===== src/sv/tbd_pkg.sv =====
`timescale 1ns / 1ps

package tbd_pkg;

  localparam int ItemsPerChunk  = 8;
  localparam int ChunksPerBlock = 4;
  localparam int QueueDepth     = 4;
  localparam int IntOperandExp  = 150;

  localparam logic [31:0] CanonNan = 32'h7fc0_0000;

  // One finished chunk handed from the front end to the float back end.
  typedef struct packed {
    logic signed [14:0] chunk_sum;
    logic [15:0]        act_scale;
    logic [15:0]        weight_scale;
    logic               end_block;
    logic               end_total;
  } tbd_job_t;

  // Unpacked float operand: value is man / 2^23 * 2^(exp - 127).
  typedef struct packed {
    logic        sign;
    logic [9:0]  exp;
    logic [23:0] man;
    logic        inf;
    logic        nan;
  } tbd_unp_t;

  // Unrounded result: value is man / 2^46 * 2^(exp - 127).
  typedef struct packed {
    logic               sign;
    logic signed [11:0] exp;
    logic [47:0]        man;
    logic               special;
    logic [31:0]        sval;
  } tbd_mid_t;

  function automatic tbd_unp_t unpack_f32(logic [31:0] x);
    tbd_unp_t u;
    u.sign = x[31];
    u.nan  = (x[30:23] == 8'hff) && (x[22:0] != 23'd0);
    u.inf  = (x[30:23] == 8'hff) && (x[22:0] == 23'd0);
    if (x[30:23] == 8'd0) begin
      u.man = {1'b0, x[22:0]};
      u.exp = 10'd1;
    end else begin
      u.man = {1'b1, x[22:0]};
      u.exp = {2'b00, x[30:23]};
    end
    return u;
  endfunction

  function automatic tbd_unp_t unpack_f16(logic [15:0] h);
    tbd_unp_t u;
    u.sign = h[15];
    u.nan  = (h[14:10] == 5'h1f) && (h[9:0] != 10'd0);
    u.inf  = (h[14:10] == 5'h1f) && (h[9:0] == 10'd0);
    if (h[14:10] == 5'd0) begin
      u.man = {14'd0, h[9:0]};
      u.exp = 10'd126;
    end else begin
      u.man = {1'b1, h[9:0], 13'd0};
      u.exp = 10'({5'd0, h[14:10]} + 10'd112);
    end
    return u;
  endfunction

  function automatic logic unp_is_zero(tbd_unp_t u);
    return !u.inf && !u.nan && (u.man == 24'd0);
  endfunction

  function automatic tbd_mid_t mul_stage(tbd_unp_t a, tbd_unp_t b);
    tbd_mid_t r;
    r.sign    = a.sign ^ b.sign;
    r.man     = 48'(a.man) * 48'(b.man);
    r.exp     = $signed({2'b00, a.exp}) + $signed({2'b00, b.exp}) - 12'sd127;
    r.special = a.nan || b.nan || a.inf || b.inf;
    if (a.nan || b.nan || (a.inf && unp_is_zero(b)) || (b.inf && unp_is_zero(a))) begin
      r.sval = CanonNan;
    end else begin
      r.sval = {r.sign, 8'hff, 23'd0};
    end
    return r;
  endfunction

  function automatic tbd_mid_t add_stage(tbd_unp_t x, tbd_unp_t y);
    tbd_mid_t    r;
    tbd_unp_t    big;
    tbd_unp_t    sml;
    logic        x_big;
    logic [9:0]  shift_amt;
    logic [47:0] mb;
    logic [47:0] ms;
    logic [47:0] ms_sh;
    logic [47:0] mask;
    x_big = (x.exp > y.exp) || ((x.exp == y.exp) && (x.man >= y.man));
    big   = x_big ? x : y;
    sml   = x_big ? y : x;
    shift_amt = big.exp - sml.exp;
    mb    = {1'b0, big.man, 23'd0};
    ms    = {1'b0, sml.man, 23'd0};
    ms_sh = ms >> shift_amt;
    mask  = (48'd1 << shift_amt) - 48'd1;
    ms_sh[0] = ms_sh[0] | (|(ms & mask));
    r.man = (x.sign == y.sign) ? (mb + ms_sh) : (mb - ms_sh);
    r.exp = $signed({2'b00, big.exp});
    r.sign = (r.man == 48'd0) ? (x.sign & y.sign) : big.sign;
    r.special = x.nan || y.nan || x.inf || y.inf;
    if (x.nan || y.nan || (x.inf && y.inf && (x.sign != y.sign))) begin
      r.sval = CanonNan;
    end else if (x.inf) begin
      r.sval = {x.sign, 8'hff, 23'd0};
    end else begin
      r.sval = {y.sign, 8'hff, 23'd0};
    end
    return r;
  endfunction

  // Normalize and round to nearest even, with subnormal and overflow results.
  function automatic logic [31:0] round_pack(tbd_mid_t v);
    logic [5:0]         lz;
    logic [47:0]        m;
    logic [47:0]        sh_m;
    logic [47:0]        mask;
    logic signed [11:0] en;
    logic [11:0]        sh;
    logic [30:0]        packed_v;
    logic               g;
    logic               st;
    logic               up;
    logic [31:0]        res;
    lz = 6'd0;
    for (int i = 0; i < 48; i++) begin
      if (v.man[i]) lz = 6'(47 - i);
    end
    m  = v.man << lz;
    en = v.exp + 12'sd1 - $signed({6'd0, lz});
    if (en >= 12'sd1) begin
      packed_v = {en[7:0], m[46:24]};
      g  = m[23];
      st = |m[22:0];
    end else begin
      sh   = 12'(12'sd1 - en);
      sh_m = m >> sh;
      mask = (48'd1 << sh) - 48'd1;
      packed_v = {8'd0, sh_m[46:24]};
      g  = sh_m[23];
      st = (|sh_m[22:0]) | (|(m & mask));
    end
    up = g & (st | packed_v[0]);
    if (v.man == 48'd0) begin
      res = {v.sign, 31'd0};
    end else if (en >= 12'sd255) begin
      res = {v.sign, 8'hff, 23'd0};
    end else begin
      res = {v.sign, 31'(packed_v + 31'(up))};
    end
    return res;
  endfunction

endpackage


===== src/sv/ternary_int8_block_dot.sv =====
`timescale 1ns / 1ps

// Streaming dot product of 2-bit ternary-coded weights against int8 activations.
// Each item carries one code byte (four codes, LSB first, weight = code - 1) and
// four activations; the front end takes one item per clock and sums the products
// exactly over eight items into a chunk. Each finished chunk goes into a queue of
// four entries that feeds a float back end, which takes each chunk from the queue
// and then does the binary32 multiply and add, each split into a compute step and a
// round step, with a second multiply and add at the end of a block. The input runs
// at one item per cycle sustained; it stalls only when the queue is full at a chunk
// boundary, or while a finished result waits in the output register with the queue
// full behind it. The result is rounded to nearest even at each step, with any NaN
// given as the canonical quiet NaN. The user must write the block count register
// only while idle; the block itself does not enforce this.

module ternary_int8_block_dot #(
  parameter int MAX_BLOCKS = 256
) (
  input  logic              clk_i,
  input  logic              rst_ni,
  input  logic              cfg_valid_i,
  output logic              cfg_ready_o,
  input  logic [8:0]        cfg_num_blocks_i,
  input  logic              in_valid_i,
  output logic              in_ready_o,
  input  logic [7:0]        code_byte_i,
  input  logic signed [7:0] act_a_i,
  input  logic signed [7:0] act_b_i,
  input  logic signed [7:0] act_c_i,
  input  logic signed [7:0] act_d_i,
  input  logic [15:0]       act_scale_i,
  input  logic [15:0]       weight_scale_i,
  output logic              out_valid_o,
  input  logic              out_ready_i,
  output logic [31:0]       dot_result_o
);

  localparam int JobW = $bits(tbd_pkg::tbd_job_t);

  logic [8:0]        num_blocks_q;
  logic              q_full, q_push, q_valid, q_pop;
  tbd_pkg::tbd_job_t push_job, head_job;
  logic [JobW-1:0]   head_bits;

  // The count register is always ready; zero and oversize values are clamped downstream.
  assign cfg_ready_o = 1'b1;

  always_ff @(posedge clk_i or negedge rst_ni) begin
    if (!rst_ni) begin
      num_blocks_q <= 9'd1;
    end else if (cfg_valid_i) begin
      num_blocks_q <= cfg_num_blocks_i;
    end
  end

  tbd_front #(
    .MAX_BLOCKS(MAX_BLOCKS)
  ) u_front (
    .clk_i         (clk_i),
    .rst_ni        (rst_ni),
    .num_blocks_i  (num_blocks_q),
    .in_valid_i    (in_valid_i),
    .in_ready_o    (in_ready_o),
    .code_byte_i   (code_byte_i),
    .act_a_i       (act_a_i),
    .act_b_i       (act_b_i),
    .act_c_i       (act_c_i),
    .act_d_i       (act_d_i),
    .act_scale_i   (act_scale_i),
    .weight_scale_i(weight_scale_i),
    .q_full_i      (q_full),
    .q_push_o      (q_push),
    .q_job_o       (push_job)
  );

  tbd_fifo #(
    .WIDTH(JobW),
    .DEPTH(tbd_pkg::QueueDepth)
  ) u_queue (
    .clk_i      (clk_i),
    .rst_ni     (rst_ni),
    .push_i     (q_push),
    .push_data_i(push_job),
    .full_o     (q_full),
    .pop_i      (q_pop),
    .valid_o    (q_valid),
    .pop_data_o (head_bits)
  );

  assign head_job = tbd_pkg::tbd_job_t'(head_bits);

  tbd_back u_back (
    .clk_i       (clk_i),
    .rst_ni      (rst_ni),
    .q_valid_i   (q_valid),
    .q_job_i     (head_job),
    .q_pop_o     (q_pop),
    .out_valid_o (out_valid_o),
    .out_ready_i (out_ready_i),
    .dot_result_o(dot_result_o)
  );

endmodule


===== src/sv/tbd_fifo.sv =====
`timescale 1ns / 1ps

module tbd_fifo #(
  parameter int WIDTH = 8,
  parameter int DEPTH = 4
) (
  input  logic             clk_i,
  input  logic             rst_ni,
  input  logic             push_i,
  input  logic [WIDTH-1:0] push_data_i,
  output logic             full_o,
  input  logic             pop_i,
  output logic             valid_o,
  output logic [WIDTH-1:0] pop_data_o
);

  localparam int PW = (DEPTH > 1) ? $clog2(DEPTH) : 1;
  localparam int CW = $clog2(DEPTH + 1);

  logic [WIDTH-1:0] mem_q [DEPTH];
  logic [PW-1:0]    wr_q, wr_d, rd_q, rd_d;
  logic [CW-1:0]    cnt_q, cnt_d;

  assign full_o     = (cnt_q == CW'(DEPTH));
  assign valid_o    = (cnt_q != '0);
  assign pop_data_o = mem_q[rd_q];

  always_comb begin
    wr_d  = wr_q;
    rd_d  = rd_q;
    cnt_d = cnt_q;
    if (push_i) begin
      wr_d = (wr_q == PW'(DEPTH - 1)) ? '0 : PW'(wr_q + 1'b1);
    end
    if (pop_i) begin
      rd_d = (rd_q == PW'(DEPTH - 1)) ? '0 : PW'(rd_q + 1'b1);
    end
    if (push_i && !pop_i) begin
      cnt_d = CW'(cnt_q + 1'b1);
    end else if (!push_i && pop_i) begin
      cnt_d = CW'(cnt_q - 1'b1);
    end
  end

  always_ff @(posedge clk_i or negedge rst_ni) begin
    if (!rst_ni) begin
      wr_q  <= '0;
      rd_q  <= '0;
      cnt_q <= '0;
    end else begin
      wr_q  <= wr_d;
      rd_q  <= rd_d;
      cnt_q <= cnt_d;
    end
  end

  always_ff @(posedge clk_i) begin
    if (push_i) begin
      mem_q[wr_q] <= push_data_i;
    end
  end

endmodule


===== src/sv/tbd_front.sv =====
`timescale 1ns / 1ps

module tbd_front #(
  parameter int MAX_BLOCKS = 256
) (
  input  logic                 clk_i,
  input  logic                 rst_ni,
  input  logic [8:0]           num_blocks_i,
  input  logic                 in_valid_i,
  output logic                 in_ready_o,
  input  logic [7:0]           code_byte_i,
  input  logic signed [7:0]    act_a_i,
  input  logic signed [7:0]    act_b_i,
  input  logic signed [7:0]    act_c_i,
  input  logic signed [7:0]    act_d_i,
  input  logic [15:0]          act_scale_i,
  input  logic [15:0]          weight_scale_i,
  input  logic                 q_full_i,
  output logic                 q_push_o,
  output tbd_pkg::tbd_job_t    q_job_o
);

  localparam int BIW = (MAX_BLOCKS > 1) ? $clog2(MAX_BLOCKS) : 1;
  localparam int LW  = ((BIW > 9) ? BIW : 9) + 2;

  logic [2:0]         byte_pos_q, byte_pos_d;
  logic [1:0]         chunk_pos_q, chunk_pos_d;
  logic [BIW-1:0]     block_idx_q, block_idx_d;
  logic signed [14:0] chunk_acc_q, chunk_acc_d;

  logic signed [9:0]  lane_val [4];
  logic signed [7:0]  acts [4];
  logic signed [11:0] item_sum;
  logic signed [14:0] acc_new;
  logic [LW-1:0]      limit;
  logic               last_block;
  logic               chunk_end;
  logic               accept;

  assign acts[0] = act_a_i;
  assign acts[1] = act_b_i;
  assign acts[2] = act_c_i;
  assign acts[3] = act_d_i;

  // Each weight is code minus one, so the product is a negate, zero, copy or double.
  always_comb begin
    for (int l = 0; l < 4; l++) begin
      case (code_byte_i[2*l +: 2])
        2'd0:    lane_val[l] = -10'(acts[l]);
        2'd1:    lane_val[l] = '0;
        2'd2:    lane_val[l] = 10'(acts[l]);
        default: lane_val[l] = 10'(acts[l]) <<< 1;
      endcase
    end
    item_sum = 12'(lane_val[0]) + 12'(lane_val[1]) + 12'(lane_val[2]) + 12'(lane_val[3]);
  end

  assign acc_new   = chunk_acc_q + 15'(item_sum);
  assign chunk_end = (byte_pos_q == 3'(tbd_pkg::ItemsPerChunk - 1));

  always_comb begin
    if (num_blocks_i == 9'd0) begin
      limit = LW'(1);
    end else if (LW'(num_blocks_i) > LW'(MAX_BLOCKS)) begin
      limit = LW'(MAX_BLOCKS);
    end else begin
      limit = LW'(num_blocks_i);
    end
  end

  assign last_block = (LW'(block_idx_q) + LW'(1)) >= limit;
  assign in_ready_o = !chunk_end || !q_full_i;
  assign accept     = in_valid_i && in_ready_o;
  assign q_push_o   = accept && chunk_end;

  always_comb begin
    q_job_o.chunk_sum    = acc_new;
    q_job_o.act_scale    = act_scale_i;
    q_job_o.weight_scale = weight_scale_i;
    q_job_o.end_block    = (chunk_pos_q == 2'(tbd_pkg::ChunksPerBlock - 1));
    q_job_o.end_total    = q_job_o.end_block && last_block;
  end

  always_comb begin
    byte_pos_d  = byte_pos_q;
    chunk_pos_d = chunk_pos_q;
    block_idx_d = block_idx_q;
    chunk_acc_d = chunk_acc_q;
    if (accept) begin
      if (!chunk_end) begin
        byte_pos_d  = byte_pos_q + 3'd1;
        chunk_acc_d = acc_new;
      end else begin
        byte_pos_d  = '0;
        chunk_acc_d = '0;
        chunk_pos_d = chunk_pos_q + 2'd1;
        if (q_job_o.end_block) begin
          block_idx_d = last_block ? '0 : BIW'(block_idx_q + 1'b1);
        end
      end
    end
  end

  always_ff @(posedge clk_i or negedge rst_ni) begin
    if (!rst_ni) begin
      byte_pos_q  <= '0;
      chunk_pos_q <= '0;
      block_idx_q <= '0;
      chunk_acc_q <= '0;
    end else begin
      byte_pos_q  <= byte_pos_d;
      chunk_pos_q <= chunk_pos_d;
      block_idx_q <= block_idx_d;
      chunk_acc_q <= chunk_acc_d;
    end
  end

endmodule


===== src/sv/tbd_back.sv =====
`timescale 1ns / 1ps

module tbd_back (
  input  logic              clk_i,
  input  logic              rst_ni,
  input  logic              q_valid_i,
  input  tbd_pkg::tbd_job_t q_job_i,
  output logic              q_pop_o,
  output logic              out_valid_o,
  input  logic              out_ready_i,
  output logic [31:0]       dot_result_o
);

  typedef enum logic [5:0] {
    S_IDLE = 6'b000001,
    S_MUL  = 6'b000010,
    S_MRND = 6'b000100,
    S_ADD  = 6'b001000,
    S_ARND = 6'b010000,
    S_OUT  = 6'b100000
  } state_e;

  state_e              state_q, state_d;
  tbd_pkg::tbd_job_t   job_q, job_d;
  logic                stage_q, stage_d;
  logic [31:0]         prod_q, prod_d;
  logic [31:0]         block_acc_q, block_acc_d;
  logic [31:0]         total_acc_q, total_acc_d;
  tbd_pkg::tbd_mid_t   mid_q, mid_d;
  logic [31:0]         res_q, res_d;
  logic                res_valid_q, res_valid_d;

  tbd_pkg::tbd_unp_t   op_a, op_b, op_int;
  logic [14:0]         sum_mag;
  logic [31:0]         rnd;
  logic [31:0]         canon;

  // The exact chunk sum enters the multiplier as an integer mantissa.
  always_comb begin
    sum_mag     = job_q.chunk_sum[14] ? 15'(-job_q.chunk_sum) : 15'(job_q.chunk_sum);
    op_int.sign = job_q.chunk_sum[14];
    op_int.exp  = 10'(tbd_pkg::IntOperandExp);
    op_int.man  = 24'(sum_mag);
    op_int.inf  = 1'b0;
    op_int.nan  = 1'b0;
    op_a = stage_q ? tbd_pkg::unpack_f16(job_q.weight_scale)
                   : tbd_pkg::unpack_f16(job_q.act_scale);
    op_b = stage_q ? tbd_pkg::unpack_f32(block_acc_q) : op_int;
  end

  assign rnd   = mid_q.special ? mid_q.sval : tbd_pkg::round_pack(mid_q);
  assign canon = ((total_acc_q[30:23] == 8'hff) && (total_acc_q[22:0] != 23'd0))
                 ? tbd_pkg::CanonNan : total_acc_q;

  assign q_pop_o      = (state_q == S_IDLE) && q_valid_i;
  assign out_valid_o  = res_valid_q;
  assign dot_result_o = res_q;

  always_comb begin
    state_d     = state_q;
    job_d       = job_q;
    stage_d     = stage_q;
    prod_d      = prod_q;
    block_acc_d = block_acc_q;
    total_acc_d = total_acc_q;
    mid_d       = mid_q;
    res_d       = res_q;
    res_valid_d = res_valid_q && !out_ready_i;
    case (state_q)
      S_IDLE: begin
        if (q_valid_i) begin
          job_d   = q_job_i;
          stage_d = 1'b0;
          state_d = S_MUL;
        end
      end
      S_MUL: begin
        mid_d   = tbd_pkg::mul_stage(op_a, op_b);
        state_d = S_MRND;
      end
      S_MRND: begin
        prod_d  = rnd;
        state_d = S_ADD;
      end
      S_ADD: begin
        mid_d = tbd_pkg::add_stage(tbd_pkg::unpack_f32(stage_q ? total_acc_q : block_acc_q),
                                   tbd_pkg::unpack_f32(prod_q));
        state_d = S_ARND;
      end
      S_ARND: begin
        if (!stage_q) begin
          block_acc_d = rnd;
          if (job_q.end_block) begin
            stage_d = 1'b1;
            state_d = S_MUL;
          end else begin
            state_d = S_IDLE;
          end
        end else begin
          total_acc_d = rnd;
          block_acc_d = '0;
          state_d     = job_q.end_total ? S_OUT : S_IDLE;
        end
      end
      S_OUT: begin
        if (!res_valid_q || out_ready_i) begin
          res_d       = canon;
          res_valid_d = 1'b1;
          total_acc_d = '0;
          state_d     = S_IDLE;
        end
      end
      default: state_d = S_IDLE;
    endcase
  end

  always_ff @(posedge clk_i or negedge rst_ni) begin
    if (!rst_ni) begin
      state_q     <= S_IDLE;
      stage_q     <= 1'b0;
      block_acc_q <= '0;
      total_acc_q <= '0;
      res_valid_q <= 1'b0;
    end else begin
      state_q     <= state_d;
      stage_q     <= stage_d;
      block_acc_q <= block_acc_d;
      total_acc_q <= total_acc_d;
      res_valid_q <= res_valid_d;
    end
  end

  always_ff @(posedge clk_i) begin
    job_q  <= job_d;
    prod_q <= prod_d;
    mid_q  <= mid_d;
    res_q  <= res_d;
  end

endmodule


===== config.mk =====
export PLATFORM = sky130hd
export DESIGN_NAME = ternary_int8_block_dot
export DESIGN_NICKNAME = d
export VERILOG_FILES = /design/src/sv/tbd_pkg.sv /design/src/sv/ternary_int8_block_dot.sv /design/src/sv/tbd_fifo.sv /design/src/sv/tbd_front.sv /design/src/sv/tbd_back.sv
export SDC_FILE = /design/constraint.sdc
export NUM_CORES = 2
export LEC_CHECK = 0
export BUFFER_PORTS_ARGS = -buffer_cell sky130_fd_sc_hd__buf_2
export CAP_MARGIN = 25
export CORE_AREA = 2 2 389 391
export DETAILED_ROUTE_END_ITERATION = 8
export DIE_AREA = 0 0 391 393
export PLACE_DENSITY_LB_ADDON = 0.12
export SLEW_MARGIN = 20
export SYNTH_ARGS = -nofsm -noshare
export SYNTH_HDL_FRONTEND = slang
export SYNTH_SLANG_ARGS = --single-unit
export TNS_END_PERCENT = 1

===== constraint.sdc =====
create_clock -name clk_i -period 12.35 [get_ports clk_i]
set_input_delay 0 -clock clk_i [delete_from_list [all_inputs] [get_ports clk_i]]
set_output_delay 0 -clock clk_i [all_outputs]
set_load 0.02 [all_outputs]

Word level (Yosys, flattened, before mapping)

Memory sizes are Yosys's and may differ from the RTL's. A register that Yosys moved wholly into a read port is not among the register bits.
Index checks and enable logic that the tools add are counted.

Bits of input ports: 86
Memories kept: 1
Bits in registers: 274
Logic and storage cells: 296
Output and inout bits: 35
Bits in writable memories: 196

Muxes and demuxes: 104
$mul: 1
Add/subtract/negate cells: 30
Shift operators: 5
Order comparisons: 6
Bitwise gates (word level): 8
Equality and inequality tests: 31
Reduce and logical (&&, ||, !) cells: 90

Memories:

| name          | words | width | rd ports | clocked after Yosys merged registers in | write ports | line           | source |
|---|---|---|---|---|---|---|---|
| u_queue.mem_q | 4     | 49    | 1        | 1                                       | 1           | tbd_fifo.sv:20 | `logic [WIDTH-1:0] mem_q [DEPTH];` |

Operators by type and width:

| operator                                            | count |
|---|---|
| 2-to-1 mux 32 bit                                   | 11 |
| 2-to-1 mux 6 bit                                    | 52 |
| case mux 94 bit (2 select lines)                    | 1 |
| 2-to-1 mux 34 bit                                   | 4 |
| case mux 10 bit (3 select lines)                    | 4 |
| 2-to-1 mux 37 bit                                   | 3 |
| zero test 48 bit                                    | 2 |
| OR reduction 48 bit                                 | 2 |
| subtractor 48 x 1 -> 48 bit (second input constant) | 2 |
| 2-to-1 mux 31 bit                                   | 3 |
| nonzero test 23 bit                                 | 4 |
| zero test 23 bit                                    | 3 |
| case mux 32 bit (2 select lines)                    | 1 |
| adder 47 x 48 -> 48 bit                             | 1 |
| AND 47 x 48 -> 48 bit                               | 1 |
| AND 48 bit                                          | 1 |
| zero test 24 bit                                    | 2 |
| multiplier 24 x 24 -> 48 bit                        | 1 |
| 2-to-1 mux 48 bit                                   | 1 |
| left shift 1 x 10 -> 48 bit (first input constant)  | 1 |
| left shift 1 x 12 -> 48 bit (first input constant)  | 1 |
| left shift 48 x 6 -> 48 bit                         | 1 |
| right shift 47 x 10 -> 48 bit                       | 1 |
| right shift 48 x 12 -> 47 bit                       | 1 |
| 67 further kinds                                    | 171 |

Logic depth before layout (Yosys ltp)

Word-level depth: 64
Gate-level depth with buffers: 55
Gate-level depth less buffers: 47

Hierarchy

A second synthesis with hierarchy kept.

Cells, all modules: 6792
Area, all modules: 59518.3 um^2

Modules (own cells, without submodules):

| module                 | cells each | sequential area each (um^2) | area each (um^2) | times used |
|---|---|---|---|---|
| tbd_back               | 5928       | 7118.1                      | 47011.3          | 1 |
| tbd_fifo               | 294        | 6060.8                      | 7546.0           | 1 |
| tbd_front              | 549        | 700.7                       | 4576.9           | 1 |
| ternary_int8_block_dot | 21         | 226.5                       | 384.1            | 1 |

Worst setup path before layout

No wires, ideal clock.

Path type: register -> register
From: reg u_back.stage_q
To: reg u_back.mid_q[93] (netlist name) (data pin)
Data arrival time: 9982 ps
Stages on the path, launching flop included: 51
Clock period less this slack: 10113 ps
Slack: 2237 ps
Setup time: 131 ps
Buffers on the path: 9
Path through: dfrtp_1 buf_6 clkbuf_1 buf_1 mux2i_1 inv_1 ha_1 a211o_1 a211oi_2 o211ai_1 a311o_1 nand2_1 buf_4 buf_4 a21oi_1 ha_1 clkbuf_1 buf_1 [... 15 more ...] a21oi_1 o21ai_0 a211oi_1 o31a_1 a221oi_1 a21oi_1 a221o_1 a21oi_1 nor2_1 nor2_1 o21ai_0 o311ai_0 xor2_1 nor4_1 nand4b_1 or4_1 and2_1 nand2_1

RTL lines:

| item                   | line            | source |
|---|---|---|
| from (decl)            | tbd_back.sv:25  | `logic stage_q, stage_d;` |
| from (signal assigned) | tbd_back.sv:126 | `stage_q <= stage_d;` |
| to (signal assigned)   | tbd_back.sv:136 | `mid_q <= mid_d;` |
| to (decl)              | tbd_back.sv:29  | `tbd_pkg::tbd_mid_t mid_q, mid_d;` |

Worst setup path in the final report

From: reg u_back.mid_q[34] (netlist name)
To: reg u_back.block_acc_q[29]

Longest elaborated chain between the ends: 62

Ends and longest elaborated chain:

| item                           | line            | source |
|---|---|---|
| 2-to-1 mux 6 bit (47 in a row) | tbd_pkg.sv:135  | `if (v.man[i]) lz = 6'(47 - i);` |
| subtractor 12 x 7 -> 12 bit    | tbd_pkg.sv:138  | `en = v.exp + 12'sd1 - $signed({6'd0, lz});` |
| subtractor 2 x 12 -> 12 bit    | tbd_pkg.sv:144  | `sh = 12'(12'sd1 - en);` |
| left shift 1 x 12 -> 48 bit    | tbd_pkg.sv:146  | `mask = (48'd1 << sh) - 48'd1;` |
| subtractor 48 x 1 -> 48 bit    | tbd_pkg.sv:146  |  |
| AND 48 bit                     | tbd_pkg.sv:149  | `st = (\|sh_m[22:0]) \| (\|(m & mask));` |
| OR reduction 48 bit            | tbd_pkg.sv:149  |  |
| bitwise OR 1 bit               | tbd_pkg.sv:149  |  |
| 2-to-1 mux 1 bit               | tbd_pkg.sv:139  | `if (en >= 12'sd1) begin` |
| bitwise OR 1 bit               | tbd_pkg.sv:151  | `up = g & (st \| packed_v[0]);` |
| AND 1 bit                      | tbd_pkg.sv:151  |  |
| adder 31 x 1 -> 31 bit         | tbd_pkg.sv:157  | `res = {v.sign, 31'(packed_v + 31'(up))};` |
| 2-to-1 mux 31 bit              | tbd_pkg.sv:154  | `end else if (en >= 12'sd255) begin` |
| 2-to-1 mux 31 bit *            | tbd_pkg.sv:152  | `if (v.man == 48'd0) begin` |
| 2-to-1 mux 32 bit *            | tbd_back.sv:51  | `assign rnd = mid_q.special ? mid_q.sval : tbd_pkg::round_pack(mid_q);` |
| 2-to-1 mux 32 bit *            | tbd_back.sv:91  | `if (!stage_q) begin` |
| to (signal assigned)           | tbd_back.sv:127 | `block_acc_q <= block_acc_d;` |
| to (decl)                      | tbd_back.sv:27  | `logic [31:0] block_acc_q, block_acc_d;` |

Mark *: on every way between the ends. The rest lies on a longest branch, timed or not.
A chain may end at the register's enable or synchronous reset.

==> metrics <==
Synth Register Bits=489; compound-cell area share of the yosys netlist=18.93%; gr busiest metal=met2; Synth Area in Adders=22.89%; TritonRoute pass-1 iters=9; initial antenna violation count=6; most frequent CP cell=buf_4; clock root buffer=clkbuf_16; Worst Setup End Kind=register; initial detailed-routing violation count=5395; CP delay by family, top=compound AO/OA/AOI/OAI gates; Max Fclk=89.71 MHz; Final TNS setup=0 ns; worst min path class=in -> reg; CTS Buffer Depth=3; Die X=391 um; gpl congestion=1.003; GR Util met1=40.69%; total global routing overflow=0; CTS tree=done; CP max stage delay=0.88 ns; largest family of logic cells by synthesized area=adder cells; top-area cell type share of the netlist area=18.86%; WS Path Type=reg -> reg; Synth Cell Area=0.05939 mm2; final setup fails=0; clk sinks=489; footprint of the multi-input gates=0.04111 mm2; unrepaired setup endpoints after global routing=false; Final Critical Period=11.15 ns; die height=393 um; Data arrival, critical path=11.62 ns; fin nets=7952; DR vias=56.12k; Starting Density=39.80%; CP max FO=17; I/O pin cnt=121; drt drc=0; Post-CTS Setup Inserts=0; async set-reset flop share out of synthesis=23.72%; largest net degree at the start of global routing=73; CP Data Required Time=12.82 ns; Syn Nets=7857; Max Cap Viol=0; met3 usage=5.146%; Final Hold Vio Count=0; share of cells above drive strength 1=10.71%; Post-CTS Hold Fix Bufs=56; pre-CTS setup slack=1.384 ns; final antenna-violating net count=0; fin crit share=90.26%; yosys warns=0; Bufs and invs on worst path=7; Reg area=0.01411 mm2; I/O Buffers=119; WL/cell=27.86 um; FP Rows=142; Total Wirelength=251900 um; Post-synth EDFFs=373; drt via density=6.206; mux cell area share after synthesis=5.045%; H-tree levels=2; skew final=0.04449 ns; Slew Limit Fails=0; slew margin rel.=21.53%; largest cells by area after synthesis=edfxtp_1 (19%), fa_1 (15%), ha_1 (7.8%); Slew @ Worst Pin=1.165 ns; PnR worst setup slack=1.203 ns; first-pass GRT wire length=371900 um; Post-Synth Simple-Gate Area=19.28%; XOR/XNOR Fraction of Synth Area=2.758%; status=finished clean; post-synthesis sequential area ratio=23.75%; Main synth FF type=edfxtp_1; Area Growth Syn to Fin=10.28%; GR Util met2=53.41%; DP HPWL=198000 um; Avg Cell Area, Syn=8.541 um2; cts repair resizes=0; GR Util All Layers=32.36%; Fillers=14.88k; core region area=0.1492 mm2; later-pin clock latency in the skew report=0.69 ns; post-synth top area cell=edfxtp_1; vias in the first global route=55.45k; total CTS buffers=55; CTS clk-pin slew, worst paths=0.06 ns; die area=0.1537 mm2; startpoint types=register; Synth cell types=108; Critical-path top delay cell=o311ai_0; cells after synthesis=6954
cells in the mapped netlist (46+ instances only):
library cell and instances:
inv_1 698, nand4_1 72, a21oi_1 335, xor2_1 64, edfxtp_1 373, fa_1 448
nor4_1 83, xnor2_1 123, a21o_1 54, mux2i_1 89, nand2_1 824, and3_1 67
ha_1 369, a31oi_1 55, a22o_1 65, buf_1 53, o211ai_1 70, and2_1 109
o31ai_1 46, o21ai_0 383, clkbuf_1 317, nor3_1 195, a211oi_1 98, o22ai_1 51
nor2_1 631, nand3_1 218, mux2_2 63, mux4_2 62, dfrtp_1 114
final cells by class:
type / instances / area share [%]
clock inverter: 34 / 0.4814
clock buffer: 70 / 2.279
sequential: 489 / 21.55
timing repair buffer: 462 / 5.141
tap: 1944 / 3.714
multi-input combinational: 5332 / 62.76
antenna: 3 / 0.01146
inverter: 709 / 4.063
state kept, by name, summed over array words and instances, names as in the netlist:
register             flops
num_blocks_q             9
u_back.prod_q           32
u_back.job_q            49
u_front.byte_pos_q       3
u_queue.mem_q          196
u_queue.wr_q             2
u_back.state_q           6
u_back.block_acc_q      32
u_back.mid_q            64
u_back.dot_result_o     32
u_front.chunk_pos_q      2
u_front.block_idx_q      8
u_front.chunk_acc_q     15
u_queue.rd_q             2
u_back.stage_q           1
u_queue.cnt_q            3
u_back.total_acc_q      32
u_back.out_valid_o       1
cell families after synthesis:
family | Yosys count
AO/OA/AOI/OAI | 1658
XOR/XNOR | 187
adder cells (fa/ha/maj) | 818
buffers and inverters | 1133
flip-flops | 489
multiplexers | 214
other | 1
AND/OR/NAND/NOR | 2454
layer usage:
metal | wire length, um | part of all wire (%) | vias to the layer above
li1 | - | - | 24940
met1 | 100100 | 40 | 27830
met2 | 116300 | 46 | 2703
met3 | 19370 | 7.7 | 644
met4 | 16170 | 6.4 | 2
met5 | 14 | 0.0056 | -
final timing paths:
check | startpoint | endpoint | slack [ns] | depth (start not counted)
setup reg to reg | u_back.mid_q[34] | u_back.block_acc_q[29] | 1.20 | 40
max in group asynchronous | rst_ni | u_back.state_q[0] | 11.23 | 5
min in group asynchronous | rst_ni | num_blocks_q[0] | 0.39 | 3
hold / removal | act_scale_i[12] | u_queue.mem_q[0][30] | 0.06 | 2
setup / recovery | u_back.mid_q[34] | u_back.block_acc_q[29] | 1.20 | 40
hold reg to reg | u_front.byte_pos_q[1] | u_front.byte_pos_q[1] | 0.47 | 2
worst reg2reg max path: cells and delay by family, from the launching register on:
kind	cells	cell delay, ns
multiplexers	1	0.50
AO/OA/AOI/OAI	17	4.81
adder cells (fa/ha/maj)	3	0.98
XOR/XNOR	2	0.28
AND/OR/NAND/NOR	10	2.46
flip-flops	1	0.56
buffers and inverters	7	1.38
through the flow:
stage | std cells | area, um2 | hold slack, ns | util [%]
3_3_place_gp | 8877 | 63050 | -0.03945 | 42.25
6_report | 9043 | 65500 | 0.06391 | 43.89
2_1_floorplan | 6954 | 59390 | -0.2956 | -
5_1_grt | 9042 | 65500 | 0.05181 | 43.89
3_5_place_dp | 8878 | 63070 | -0.03400 | 42.26
4_1_cts | 9038 | 65460 | 0.02815 | 43.86
layout by cell type, fill, tap and decap left out, types with 36 or more instances in the layout:
cell type and count:
a31oi_1 55, mux2_2 63, o31ai_1 46, and2_1 109
dfrtp_1 111, mux4_2 62, a22o_1 65, o211ai_1 70
a221oi_1 37, or3_1 39, edfxtp_1 373, a211oi_1 97
nand3_1 218, a22oi_1 41, clkbuf_16 55, dlygate4sd3_1 55
buf_4 285, nand2b_1 42, nor3_1 193, buf_2 118
ha_1 366, fa_1 448, o21bai_1 41, and3_1 63
or2_2 40, o22ai_1 51, a21o_1 54, nor2_1 623
mux2i_1 89, nand4_1 72, o21ai_0 374, a21oi_1 332
xnor2_1 122, nor4_1 78, o21a_1 36, xor2_1 63
inv_1 697, nand2_1 822
Power is left out: the tool's default activity adds up to more than one toggle a clock period on the data nets, which glitch-free logic cannot reach.
